### config.mk
export PLATFORM = sky130hd
export DESIGN_NAME = assembly_source_tokenizer
export DESIGN_NICKNAME = d
export VERILOG_FILES = /design/src/design/ast_pkg.sv /design/src/design/assembly_source_tokenizer.sv /design/src/design/ast_scan.sv /design/src/design/ast_rqueue.sv
export SDC_FILE = /design/constraint.sdc
export NUM_CORES = 1
export LEC_CHECK = 0
export BUFFER_PORTS_ARGS = -buffer_cell sky130_fd_sc_hd__clkbuf_2
export CORE_AREA = 2 2 150 152
export DETAILED_ROUTE_END_ITERATION = 12
export DIE_AREA = 0 0 152 154
export MAX_ROUTING_LAYER = met4
export PLACE_DENSITY = 0.76
export SLEW_MARGIN = 25
export SYNTH_ARGS = -nofsm -noshare
export SYNTH_HDL_FRONTEND = slang
export SYNTH_SLANG_ARGS = --single-unit
### constraint.sdc
create_clock -name i_clk -period 12.04 [get_ports i_clk]
set_input_delay 3.01 -clock i_clk [delete_from_list [all_inputs] [get_ports i_clk]]
set_output_delay 3.01 -clock i_clk [all_outputs]
set_load 0.005 [all_outputs]
### src/design/ast_pkg.sv
// Shared types, character constants and helper functions for the source tokenizer.
`default_nettype none
package ast_pkg;

    // Width of the line and column counters.
    localparam int unsigned POSITION_BITS = 16;
    // Width of the reported start positions.
    localparam int unsigned OUT_POS_BITS = 16;

    // Characters the scanner reacts to.
    localparam logic [7:0] CH_NUL    = 8'h00;
    localparam logic [7:0] CH_TAB    = 8'h09;
    localparam logic [7:0] CH_LF     = 8'h0A;
    localparam logic [7:0] CH_CR     = 8'h0D;
    localparam logic [7:0] CH_SPACE  = 8'h20;
    localparam logic [7:0] CH_DQUOTE = 8'h22;
    localparam logic [7:0] CH_HASH   = 8'h23;
    localparam logic [7:0] CH_SQUOTE = 8'h27;
    localparam logic [7:0] CH_DOT    = 8'h2E;
    localparam logic [7:0] CH_COLON  = 8'h3A;
    localparam logic [7:0] CH_BSLASH = 8'h5C;
    localparam logic [7:0] CH_UNDER  = 8'h5F;
    localparam logic [7:0] CH_LOW_N  = 8'h6E;
    localparam logic [7:0] CH_LOW_R  = 8'h72;
    localparam logic [7:0] CH_LOW_T  = 8'h74;

    // Token kinds as reported on the result channel.
    typedef enum logic [2:0] {
        KIND_EOL    = 3'd0,
        KIND_IDENT  = 3'd1,
        KIND_STRING = 3'd2,
        KIND_CHAR   = 3'd3,
        KIND_SYMBOL = 3'd4,
        KIND_EOF    = 3'd5,
        KIND_ERROR  = 3'd6
    } t_kind;

    // Error codes carried by error results.
    typedef enum logic [1:0] {
        ERR_NONE         = 2'd0,
        ERR_UNTERM_STR   = 2'd1,
        ERR_UNTERM_CHAR  = 2'd2,
        ERR_MISSING_QUOTE = 2'd3
    } t_err;

    // Scanner modes.
    typedef enum logic [2:0] {
        MODE_IDLE      = 3'd0,
        MODE_COMMENT   = 3'd1,
        MODE_IDENT     = 3'd2,
        MODE_STR       = 3'd3,
        MODE_STR_ESC   = 3'd4,
        MODE_CHR       = 3'd5,
        MODE_CHR_ESC   = 3'd6,
        MODE_CHR_CLOSE = 3'd7
    } t_mode;

    // One result item, without the end-of-run flag.
    typedef struct packed {
        t_kind                   kind;
        logic [7:0]              text_byte;
        logic                    has_byte;
        logic                    token_end;
        logic [OUT_POS_BITS-1:0] start_line;
        logic [OUT_POS_BITS-1:0] start_column;
        t_err                    error_code;
    } t_result;

    // All results caused by one source byte: one or two.
    typedef struct packed {
        t_result first;
        t_result second;
        logic    two;
    } t_entry;

    function automatic logic is_alpha(input logic [7:0] c);
        return (c >= 8'h41 && c <= 8'h5A) || (c >= 8'h61 && c <= 8'h7A);
    endfunction

    function automatic logic is_ident_head(input logic [7:0] c);
        return is_alpha(c) || c == CH_UNDER || c == CH_DOT;
    endfunction

    function automatic logic is_ident_tail(input logic [7:0] c);
        return is_ident_head(c) || (c >= 8'h30 && c <= 8'h39) || c == CH_COLON;
    endfunction

    function automatic logic [7:0] unescape(input logic [7:0] c);
        logic [7:0] r;
        r = c;
        if (c == CH_LOW_N) r = CH_LF;
        else if (c == CH_LOW_T) r = CH_TAB;
        else if (c == CH_LOW_R) r = CH_CR;
        return r;
    endfunction

    function automatic t_result make_result(input t_kind k, input logic [7:0] b,
                                            input logic has, input logic fin,
                                            input logic [OUT_POS_BITS-1:0] ln,
                                            input logic [OUT_POS_BITS-1:0] col,
                                            input t_err err);
        t_result r;
        r.kind         = k;
        r.text_byte    = has ? b : 8'h00;
        r.has_byte     = has;
        r.token_end    = fin;
        r.start_line   = ln;
        r.start_column = col;
        r.error_code   = err;
        return r;
    endfunction

endpackage
`default_nettype wire

### src/design/assembly_source_tokenizer.sv
// Top level of the assembly source tokenizer: input register, scanner and result queue.
//
// Input channel: one source byte per transaction (i_in_valid / o_in_ready); byte 0 marks
// end of input. Output channel: one result per transaction (o_out_valid / i_out_ready);
// a source byte causes zero, one or two results, and o_last_of_run marks the last one.
// The accepted byte sits in an input register; when the result queue has room, the
// scanner updates its state and writes that byte's results as one entry into a
// two-entry result queue, from which the results are offered.
// Bytes are taken at one byte per cycle while the receiver keeps up; a byte that ends an
// identifier and starts another token yields two results, which leave one at a time, so
// the rate is then set by the single-result output port draining the queue.
// When the receiver stalls, the queue fills and then the input register holds its byte
// and o_in_ready drops; nothing is lost.
// Reset (synchronous, active low) empties the queue and input register, returns the
// scanner to idle at line 1, column 1, and clears the halt left by an error result.
`default_nettype none
module assembly_source_tokenizer #(
    parameter int unsigned POSITION_BITS = ast_pkg::POSITION_BITS
) (
    input  wire logic        i_clk,
    input  wire logic        i_rst_n,
    input  wire logic        i_in_valid,
    output logic             o_in_ready,
    input  wire logic [7:0]  i_source_byte,
    output logic             o_out_valid,
    input  wire logic        i_out_ready,
    output logic [2:0]       o_token_kind,
    output logic [7:0]       o_text_byte,
    output logic             o_has_byte,
    output logic             o_token_end,
    output logic [15:0]      o_start_line,
    output logic [15:0]      o_start_column,
    output logic [1:0]       o_error_code,
    output logic             o_last_of_run
);

    logic             r_in_valid;
    logic [7:0]       r_in_byte;
    logic             fire, can_push, push;
    ast_pkg::t_entry  entry;
    ast_pkg::t_result res;

    assign fire       = r_in_valid && can_push;
    assign o_in_ready = !r_in_valid || fire;

    // Input register.
    always_ff @(posedge i_clk) begin
        if (!i_rst_n) begin
            r_in_valid <= 1'b0;
        end else if (o_in_ready) begin
            r_in_valid <= i_in_valid;
        end
    end

    always_ff @(posedge i_clk) begin
        if (o_in_ready && i_in_valid) r_in_byte <= i_source_byte;
    end

    ast_scan #(
        .POSITION_BITS(POSITION_BITS)
    ) u_scan (
        .i_clk   (i_clk),
        .i_rst_n (i_rst_n),
        .i_fire  (fire),
        .i_byte  (r_in_byte),
        .o_push  (push),
        .o_entry (entry)
    );

    ast_rqueue u_rqueue (
        .i_clk      (i_clk),
        .i_rst_n    (i_rst_n),
        .i_push     (push),
        .i_entry    (entry),
        .o_can_push (can_push),
        .o_valid    (o_out_valid),
        .i_ready    (i_out_ready),
        .o_result   (res),
        .o_last     (o_last_of_run)
    );

    // Result fields onto the ports.
    assign o_token_kind   = res.kind;
    assign o_text_byte    = res.text_byte;
    assign o_has_byte     = res.has_byte;
    assign o_token_end    = res.token_end;
    assign o_start_line   = res.start_line;
    assign o_start_column = res.start_column;
    assign o_error_code   = res.error_code;

endmodule
`default_nettype wire

### src/design/ast_scan.sv
// Scanner state and per-byte token logic: one registered byte in, up to two results out.
`default_nettype none
module ast_scan #(
    parameter int unsigned POSITION_BITS = ast_pkg::POSITION_BITS
) (
    input  wire logic          i_clk,
    input  wire logic          i_rst_n,
    input  wire logic          i_fire,
    input  wire logic [7:0]    i_byte,
    output logic               o_push,
    output ast_pkg::t_entry    o_entry
);

    localparam int unsigned OPB = ast_pkg::OUT_POS_BITS;
    localparam logic [POSITION_BITS-1:0] POS_ONE = POSITION_BITS'(1);

    // Scanner state.
    ast_pkg::t_mode             r_mode, n_mode;
    logic [POSITION_BITS-1:0]   r_line, n_line;
    logic [POSITION_BITS-1:0]   r_col, n_col;
    logic [POSITION_BITS-1:0]   r_tok_line, n_tok_line;
    logic [POSITION_BITS-1:0]   r_tok_col, n_tok_col;
    logic [7:0]                 r_held, n_held;
    logic                       r_halt, n_halt;

    // Start positions capped to the reported width.
    logic [OPB-1:0] cur_line_cap, cur_col_cap, tok_line_cap, tok_col_cap;

    // Idle-mode handling of the byte.
    logic            id_emit;
    ast_pkg::t_result id_res;
    ast_pkg::t_mode  id_mode;
    logic            id_cons;

    logic            do_cons;
    logic [1:0]      cnt;
    ast_pkg::t_result res0, res1;

    function automatic logic [OPB-1:0] cap_pos(input logic [POSITION_BITS-1:0] v);
        logic [32:0] w;
        w = 33'(v);
        return (w > 33'(16'hFFFF)) ? {OPB{1'b1}} : w[OPB-1:0];
    endfunction

    assign cur_line_cap = cap_pos(r_line);
    assign cur_col_cap  = cap_pos(r_col);
    assign tok_line_cap = cap_pos(r_tok_line);
    assign tok_col_cap  = cap_pos(r_tok_col);

    // What the byte does when it arrives between tokens; the token starts here.
    always_comb begin
        id_emit = 1'b0;
        id_mode = ast_pkg::MODE_IDLE;
        id_cons = 1'b1;
        id_res  = ast_pkg::make_result(ast_pkg::KIND_SYMBOL, i_byte, 1'b1, 1'b1,
                                       cur_line_cap, cur_col_cap, ast_pkg::ERR_NONE);
        if (i_byte == ast_pkg::CH_NUL) begin
            id_cons = 1'b0;
            id_emit = 1'b1;
            id_res  = ast_pkg::make_result(ast_pkg::KIND_EOF, 8'h00, 1'b0, 1'b1,
                                           cur_line_cap, cur_col_cap, ast_pkg::ERR_NONE);
        end else if (i_byte == ast_pkg::CH_SPACE || i_byte == ast_pkg::CH_TAB ||
                     i_byte == ast_pkg::CH_CR) begin
            id_emit = 1'b0;
        end else if (i_byte == ast_pkg::CH_HASH) begin
            id_mode = ast_pkg::MODE_COMMENT;
        end else if (i_byte == ast_pkg::CH_LF) begin
            id_emit = 1'b1;
            id_res  = ast_pkg::make_result(ast_pkg::KIND_EOL, ast_pkg::CH_LF, 1'b1, 1'b1,
                                           cur_line_cap, cur_col_cap, ast_pkg::ERR_NONE);
        end else if (ast_pkg::is_ident_head(i_byte)) begin
            id_emit = 1'b1;
            id_mode = ast_pkg::MODE_IDENT;
            id_res  = ast_pkg::make_result(ast_pkg::KIND_IDENT, i_byte, 1'b1, 1'b0,
                                           cur_line_cap, cur_col_cap, ast_pkg::ERR_NONE);
        end else if (i_byte == ast_pkg::CH_DQUOTE) begin
            id_mode = ast_pkg::MODE_STR;
        end else if (i_byte == ast_pkg::CH_SQUOTE) begin
            id_mode = ast_pkg::MODE_CHR;
        end else begin
            id_emit = 1'b1;
        end
    end

    // Mode transitions and result selection for the current mode.
    always_comb begin
        n_mode     = r_mode;
        n_tok_line = r_tok_line;
        n_tok_col  = r_tok_col;
        n_held     = r_held;
        n_halt     = r_halt;
        do_cons    = 1'b0;
        cnt        = 2'd0;
        res0       = id_res;
        res1       = id_res;

        if (!r_halt) begin
            case (r_mode)
                ast_pkg::MODE_COMMENT: begin
                    if (i_byte == ast_pkg::CH_NUL) begin
                        n_mode     = id_mode;
                        n_tok_line = r_line;
                        n_tok_col  = r_col;
                        do_cons    = id_cons;
                        cnt        = {1'b0, id_emit};
                    end else begin
                        do_cons = 1'b1;
                        if (i_byte == ast_pkg::CH_LF) n_mode = ast_pkg::MODE_IDLE;
                    end
                end
                ast_pkg::MODE_IDENT: begin
                    if (i_byte != ast_pkg::CH_NUL && ast_pkg::is_ident_tail(i_byte)) begin
                        do_cons = 1'b1;
                        cnt     = 2'd1;
                        res0    = ast_pkg::make_result(ast_pkg::KIND_IDENT, i_byte, 1'b1,
                                      1'b0, tok_line_cap, tok_col_cap, ast_pkg::ERR_NONE);
                    end else begin
                        // Close the identifier, then treat the byte as a fresh start.
                        res0       = ast_pkg::make_result(ast_pkg::KIND_IDENT, 8'h00, 1'b0,
                                         1'b1, tok_line_cap, tok_col_cap, ast_pkg::ERR_NONE);
                        res1       = id_res;
                        cnt        = id_emit ? 2'd2 : 2'd1;
                        n_mode     = id_mode;
                        n_tok_line = r_line;
                        n_tok_col  = r_col;
                        do_cons    = id_cons;
                    end
                end
                ast_pkg::MODE_STR: begin
                    if (i_byte == ast_pkg::CH_NUL || i_byte == ast_pkg::CH_LF) begin
                        cnt    = 2'd1;
                        res0   = ast_pkg::make_result(ast_pkg::KIND_ERROR, 8'h00, 1'b0, 1'b1,
                                     tok_line_cap, tok_col_cap, ast_pkg::ERR_UNTERM_STR);
                        n_halt = 1'b1;
                        n_mode = ast_pkg::MODE_IDLE;
                    end else begin
                        do_cons = 1'b1;
                        if (i_byte == ast_pkg::CH_DQUOTE) begin
                            cnt    = 2'd1;
                            res0   = ast_pkg::make_result(ast_pkg::KIND_STRING, 8'h00, 1'b0,
                                         1'b1, tok_line_cap, tok_col_cap, ast_pkg::ERR_NONE);
                            n_mode = ast_pkg::MODE_IDLE;
                        end else if (i_byte == ast_pkg::CH_BSLASH) begin
                            n_mode = ast_pkg::MODE_STR_ESC;
                        end else begin
                            cnt  = 2'd1;
                            res0 = ast_pkg::make_result(ast_pkg::KIND_STRING, i_byte, 1'b1,
                                       1'b0, tok_line_cap, tok_col_cap, ast_pkg::ERR_NONE);
                        end
                    end
                end
                ast_pkg::MODE_STR_ESC: begin
                    if (i_byte == ast_pkg::CH_NUL) begin
                        cnt    = 2'd1;
                        res0   = ast_pkg::make_result(ast_pkg::KIND_ERROR, 8'h00, 1'b0, 1'b1,
                                     tok_line_cap, tok_col_cap, ast_pkg::ERR_UNTERM_STR);
                        n_halt = 1'b1;
                        n_mode = ast_pkg::MODE_IDLE;
                    end else begin
                        do_cons = 1'b1;
                        cnt     = 2'd1;
                        res0    = ast_pkg::make_result(ast_pkg::KIND_STRING,
                                      ast_pkg::unescape(i_byte), 1'b1, 1'b0,
                                      tok_line_cap, tok_col_cap, ast_pkg::ERR_NONE);
                        n_mode  = ast_pkg::MODE_STR;
                    end
                end
                ast_pkg::MODE_CHR: begin
                    if (i_byte == ast_pkg::CH_NUL || i_byte == ast_pkg::CH_LF) begin
                        cnt    = 2'd1;
                        res0   = ast_pkg::make_result(ast_pkg::KIND_ERROR, 8'h00, 1'b0, 1'b1,
                                     tok_line_cap, tok_col_cap, ast_pkg::ERR_UNTERM_CHAR);
                        n_halt = 1'b1;
                        n_mode = ast_pkg::MODE_IDLE;
                    end else begin
                        do_cons = 1'b1;
                        if (i_byte == ast_pkg::CH_BSLASH) begin
                            n_mode = ast_pkg::MODE_CHR_ESC;
                        end else begin
                            n_held = i_byte;
                            n_mode = ast_pkg::MODE_CHR_CLOSE;
                        end
                    end
                end
                ast_pkg::MODE_CHR_ESC: begin
                    if (i_byte == ast_pkg::CH_NUL) begin
                        cnt    = 2'd1;
                        res0   = ast_pkg::make_result(ast_pkg::KIND_ERROR, 8'h00, 1'b0, 1'b1,
                                     tok_line_cap, tok_col_cap, ast_pkg::ERR_MISSING_QUOTE);
                        n_halt = 1'b1;
                        n_mode = ast_pkg::MODE_IDLE;
                    end else begin
                        do_cons = 1'b1;
                        n_held  = ast_pkg::unescape(i_byte);
                        n_mode  = ast_pkg::MODE_CHR_CLOSE;
                    end
                end
                ast_pkg::MODE_CHR_CLOSE: begin
                    if (i_byte == ast_pkg::CH_SQUOTE) begin
                        do_cons = 1'b1;
                        cnt     = 2'd1;
                        res0    = ast_pkg::make_result(ast_pkg::KIND_CHAR, r_held, 1'b1, 1'b1,
                                      tok_line_cap, tok_col_cap, ast_pkg::ERR_NONE);
                        n_mode  = ast_pkg::MODE_IDLE;
                    end else begin
                        cnt    = 2'd1;
                        res0   = ast_pkg::make_result(ast_pkg::KIND_ERROR, 8'h00, 1'b0, 1'b1,
                                     tok_line_cap, tok_col_cap, ast_pkg::ERR_MISSING_QUOTE);
                        n_halt = 1'b1;
                        n_mode = ast_pkg::MODE_IDLE;
                    end
                end
                default: begin
                    n_mode     = id_mode;
                    n_tok_line = r_line;
                    n_tok_col  = r_col;
                    do_cons    = id_cons;
                    cnt        = {1'b0, id_emit};
                end
            endcase
        end
    end

    // Position advance with saturating counters.
    always_comb begin
        n_line = r_line;
        n_col  = r_col;
        if (do_cons) begin
            if (i_byte == ast_pkg::CH_LF) begin
                if (!(&r_line)) n_line = r_line + POS_ONE;
                n_col = POS_ONE;
            end else if (!(&r_col)) begin
                n_col = r_col + POS_ONE;
            end
        end
    end

    assign o_push         = i_fire && (cnt != 2'd0);
    assign o_entry.first  = res0;
    assign o_entry.second = res1;
    assign o_entry.two    = (cnt == 2'd2);

    // State registers advance only on a processed byte.
    always_ff @(posedge i_clk) begin
        if (!i_rst_n) begin
            r_mode     <= ast_pkg::MODE_IDLE;
            r_line     <= POS_ONE;
            r_col      <= POS_ONE;
            r_tok_line <= POS_ONE;
            r_tok_col  <= POS_ONE;
            r_held     <= 8'h00;
            r_halt     <= 1'b0;
        end else if (i_fire) begin
            r_mode     <= n_mode;
            r_line     <= n_line;
            r_col      <= n_col;
            r_tok_line <= n_tok_line;
            r_tok_col  <= n_tok_col;
            r_held     <= n_held;
            r_halt     <= n_halt;
        end
    end

endmodule
`default_nettype wire

### src/design/ast_rqueue.sv
// Two-entry result queue; each entry holds the one or two results of one source byte.
`default_nettype none
module ast_rqueue (
    input  wire logic        i_clk,
    input  wire logic        i_rst_n,
    input  wire logic        i_push,
    input  wire ast_pkg::t_entry i_entry,
    output logic             o_can_push,
    output logic             o_valid,
    input  wire logic        i_ready,
    output ast_pkg::t_result o_result,
    output logic             o_last
);

    ast_pkg::t_entry r_q [2];
    logic            r_wp, r_rp, r_sub;
    logic [1:0]      r_cnt, n_cnt;
    logic            pop, take;
    ast_pkg::t_entry head;

    assign head       = r_q[r_rp];
    assign o_valid    = (r_cnt != 2'd0);
    assign o_last     = !head.two || r_sub;
    assign o_result   = r_sub ? head.second : head.first;
    assign take       = o_valid && i_ready;
    assign pop        = take && o_last;
    assign o_can_push = (r_cnt != 2'd2) || pop;

    always_comb begin
        n_cnt = r_cnt;
        if (i_push && !pop) n_cnt = r_cnt + 2'd1;
        else if (!i_push && pop) n_cnt = r_cnt - 2'd1;
    end

    // Entry storage.
    always_ff @(posedge i_clk) begin
        if (i_push) r_q[r_wp] <= i_entry;
    end

    // Pointers, fill count and position within the head entry.
    always_ff @(posedge i_clk) begin
        if (!i_rst_n) begin
            r_wp  <= 1'b0;
            r_rp  <= 1'b0;
            r_sub <= 1'b0;
            r_cnt <= 2'd0;
        end else begin
            r_cnt <= n_cnt;
            if (i_push) r_wp <= !r_wp;
            if (pop) begin
                r_rp  <= !r_rp;
                r_sub <= 1'b0;
            end else if (take) begin
                r_sub <= 1'b1;
            end
        end
    end

endmodule
`default_nettype wire

==> summary.md <==
| Metric | Value |
|---|---|
| First-pass GRT wire length | 40650 um |
| Post-Syn Instances | roughly 940 |
| NumNets Final | 986 |
| Yosys top cell area share | between 40% and 50% |
| VDD IR max | ~0.11 mV |
| Share of cells above drive strength 1 | between 15 and 20% |
| Psw | 0.5395 mW |
| Pre-antenna DRT Iters | 5 |
| Drt drc | 0 |
| RSZ-0062 raised after global routing | false |
| Max-slew violation count | 0 |
| Total setup buffers inserted after CTS | 0 |
| Max frequency | between 150 and 200 MHz |
| Sw Share | roughly a quarter |
| Period utilisation layout | around 54% |
| Number of fill cells in the layout | ~1700 |
| GRT Util Overall | around 22% |
| Vias | ~8000 |
| # diodes | 0 |
| Worst Reg-to-Reg Cells | 6 |
| Root Buffer | clkbuf_16 |
| Post-Route WL | approximately 25000 um |
| Combinational power share | between 10 and 15% |
| Post-Place Cells | ~1200 |
| Setup violators final | 0 |
| TritonCTS Sinks | 275 |
| Setup TNS | 0 ns |
| Worst Skew | 0.01088 ns |
| Post-synth top area cell | edfxtp_1 |
| Cell-internal power | 1.676 mW |
| Synth area leaders | edfxtp_1, dfxtp_1, mux4_2 |
| Vias in the first global route | ~7700 |
| Die X | 152 um |
| Clock Latency Late Sink | about 0.53 ns |
| Post-Layout Cell Count | 1273 |
| Status | completed |
| Synth top cells by count | edfxtp_1, dfxtp_1, nand2_1 |
| Initial DRC Count | slightly above 700 |
| Wire length per cell | 19.34 um |
| Num rows | 54 |
| Clock transition at path regs | ~0.06 ns |
| CP Launch Type | input pin |
| CTS buffer count | 28 |
| Footprint of the multi-input gates | roughly 0.0044 mm2 |
| Seq/Total Area, Yosys | approximately 60% |
| Initial antenna violation count | 0 |
| Synth Net Count | 952 |
| Via density | between 6 and 7 |
| Top-count cell post-synth | edfxtp_1 |
| Max_slew headroom | 37.75% |
| Core Area | between 0.02 and 0.025 mm2 |
| LEAKAGE | approximately 4.3 nW |
| Endpoint class of the critical path | output port |
| Power per cell area | ~160 mW/mm2 |
| ANT nets after route | 0 |
| Reg area | between 0.007 and 0.008 mm2 |
| Gr ovfl total | 0 |
| Syn Area/Cell | 13.02 um2 |
| Post-synth EDFFs | about 190 |
| Fin. Hold Viols | 0 |
| Worst slew pin tran | around 0.93 ns |
| WHS | roughly 0.46 ns |
| Post-DP HPWL | roughly 15000 um |
| Port buffer count | 61 |
| Tmin final | roughly 6.6 ns |
| Asr flop ratio synth | 0% |
| Placer Congestion | between 0.9 and 1 |
| # resized after CTS | 0 |
| I/O Pins | 62 |
| Yosys cell types | 84 |
| Crit-path max FO | 4 |
| Hold path depth | 2 |
| # hold bufs at CTS | 0 |
| Hold/Removal Path Class | reg2reg |
| Htree depth | 1 |
| Die Span Y | 154 um |
| Sequential power share | roughly 50% |
| Ys flop type | edfxtp_1 |
| CP required | between 9 and 10 ns |
| Mapped Area | 0.01220 mm2 |
| Starting Density | between 50% and 60% |
| MaxCap Viol Count | 0 |
| Clk network pwr share | between 30% and 40% |
| Max Root-Sink Buffers | 3 |
| Critical Path AT | about 3.5 ns |
| Largest net degree at the start of global routing | 89 |
| Layout overhead on the synthesized area | 11.27% |
| Reg2Reg Setup Slack | between 8 and 9 ns |
| Die ar. | ~0.023 mm2 |
| CTS tree | done |
| Crit path kind | in2out |
| Synth warn | 0 |
| FF+latch count, synth | about 280 |
## final cells by class
type | count | area share (%)
inverter | 18 | 0.4978
timing repair buffer | 74 | 3.171
clock buffer | 37 | 5.789
multi-input combinational | 574 | 32.39
clock inverter | 15 | 0.8112
tap | 280 | 2.581
sequential | 275 | 54.76
## sequential cells by signal, indices dropped and copies added, names as in the netlist, named ones only
signal and cells:
u_rqueue.r_sub 1, u_rqueue.r_cnt 2, u_scan.r_tok_line 16, u_rqueue.r_q 184, u_scan.cur_col_cap 16, u_scan.r_halt 1, u_scan.r_tok_col 16, u_scan.r_mode 3
u_rqueue.r_wp 1, u_scan.cur_line_cap 16, r_in_byte 8, u_scan.r_held 8, r_in_valid 1, u_rqueue.r_rp 1
## critical path: stages
cell and delay (ns):
clkbuf_2 0.11, o21a_1 0.11, nor2_1 0.12, nand2_1 0.08, clkbuf_2 0.11
## power groups by stage
| stage | Clock (mW) | Combinational (mW) | Sequential, mW |
|---|---|---|---|
| 4_1_cts | 0.846 | 0.266 | 1.12 |
| 5_1_grt | 0.886 | 0.305 | 1.11 |
| 3_3_place_gp | 0 | 0.260 | 1.14 |
| 3_5_place_dp | 0 | 0.265 | 1.14 |
| 2_1_floorplan | 0 | 0.207 | 1.10 |
| 6_report | 0.830 | 0.278 | 1.11 |
## stage by stage
stage	setup slack, ns	total power, mW	utilization, %	area (um2)
after floorplan	3.619	1.311	-	12200
after global placement	5.492	1.398	58.26	12640
after detailed placement	5.488	1.405	58.32	12650
after CTS	5.486	2.233	62.46	13550
after global routing	5.392	2.305	62.58	13570
final	5.488	2.215	62.58	13570
## layout by cell type, fill, tap and decap left out, types with 5 or more instances in the layout
cell type / count
edfxtp_1: 192
dfxtp_1: 81
nand2_1: 62
clkbuf_2: 61
nand3_1: 53
o21ai_0: 52
nor2_1: 51
a21oi_1: 50
mux4_2: 44
mux2_1: 29
clkbuf_16: 29
inv_1: 17
or3_1: 16
nor3_1: 15
mux2i_1: 15
nand4_1: 15
o21ai_1: 13
nand2b_1: 11
buf_4: 10
or4_1: 9
o31ai_1: 9
nor2b_1: 6
xnor2_1: 6
and3_1: 6
a211oi_1: 6
clkinv_2: 6
xor2_1: 5
clkbuf_1: 5
## layer usage
layer | GRT usage (%) | vias to the layer above | share of wire [%]
met3 | 2.931 | 43 | 6.2
li1 | - | 3681 | -
met1 | 29.82 | 3880 | 44
met2 | 34.83 | 269 | 48
met5 | - | - | 0
met4 | 6.008 | 0 | 2.0
## cells by family after synthesis
family / after synthesis / share of synthesized area [%]
AND/OR/NAND/NOR: 283 / 12.54
flip-flops: 275 / 60.89
AO/OA/AOI/OAI: 186 / 9.960
multiplexers: 91 / 12.31
buffers and inverters: 88 / 3.200
XOR/XNOR: 11 / 0.7898
adder cells (fa/ha/maj): 3 / 0.3078
## path summary, 6_finish.rpt
path / end / start
worst min-delay path: u_scan.r_tok_col[5] / u_scan.r_tok_col[5]
worst min register to register: u_scan.r_tok_col[5] / u_scan.r_tok_col[5]
worst max-delay path: o_in_ready / i_out_ready
worst max register to register: u_rqueue.r_q[0][78] / r_in_byte[2]
Note: power is estimated with default switching activity, not from simulation.
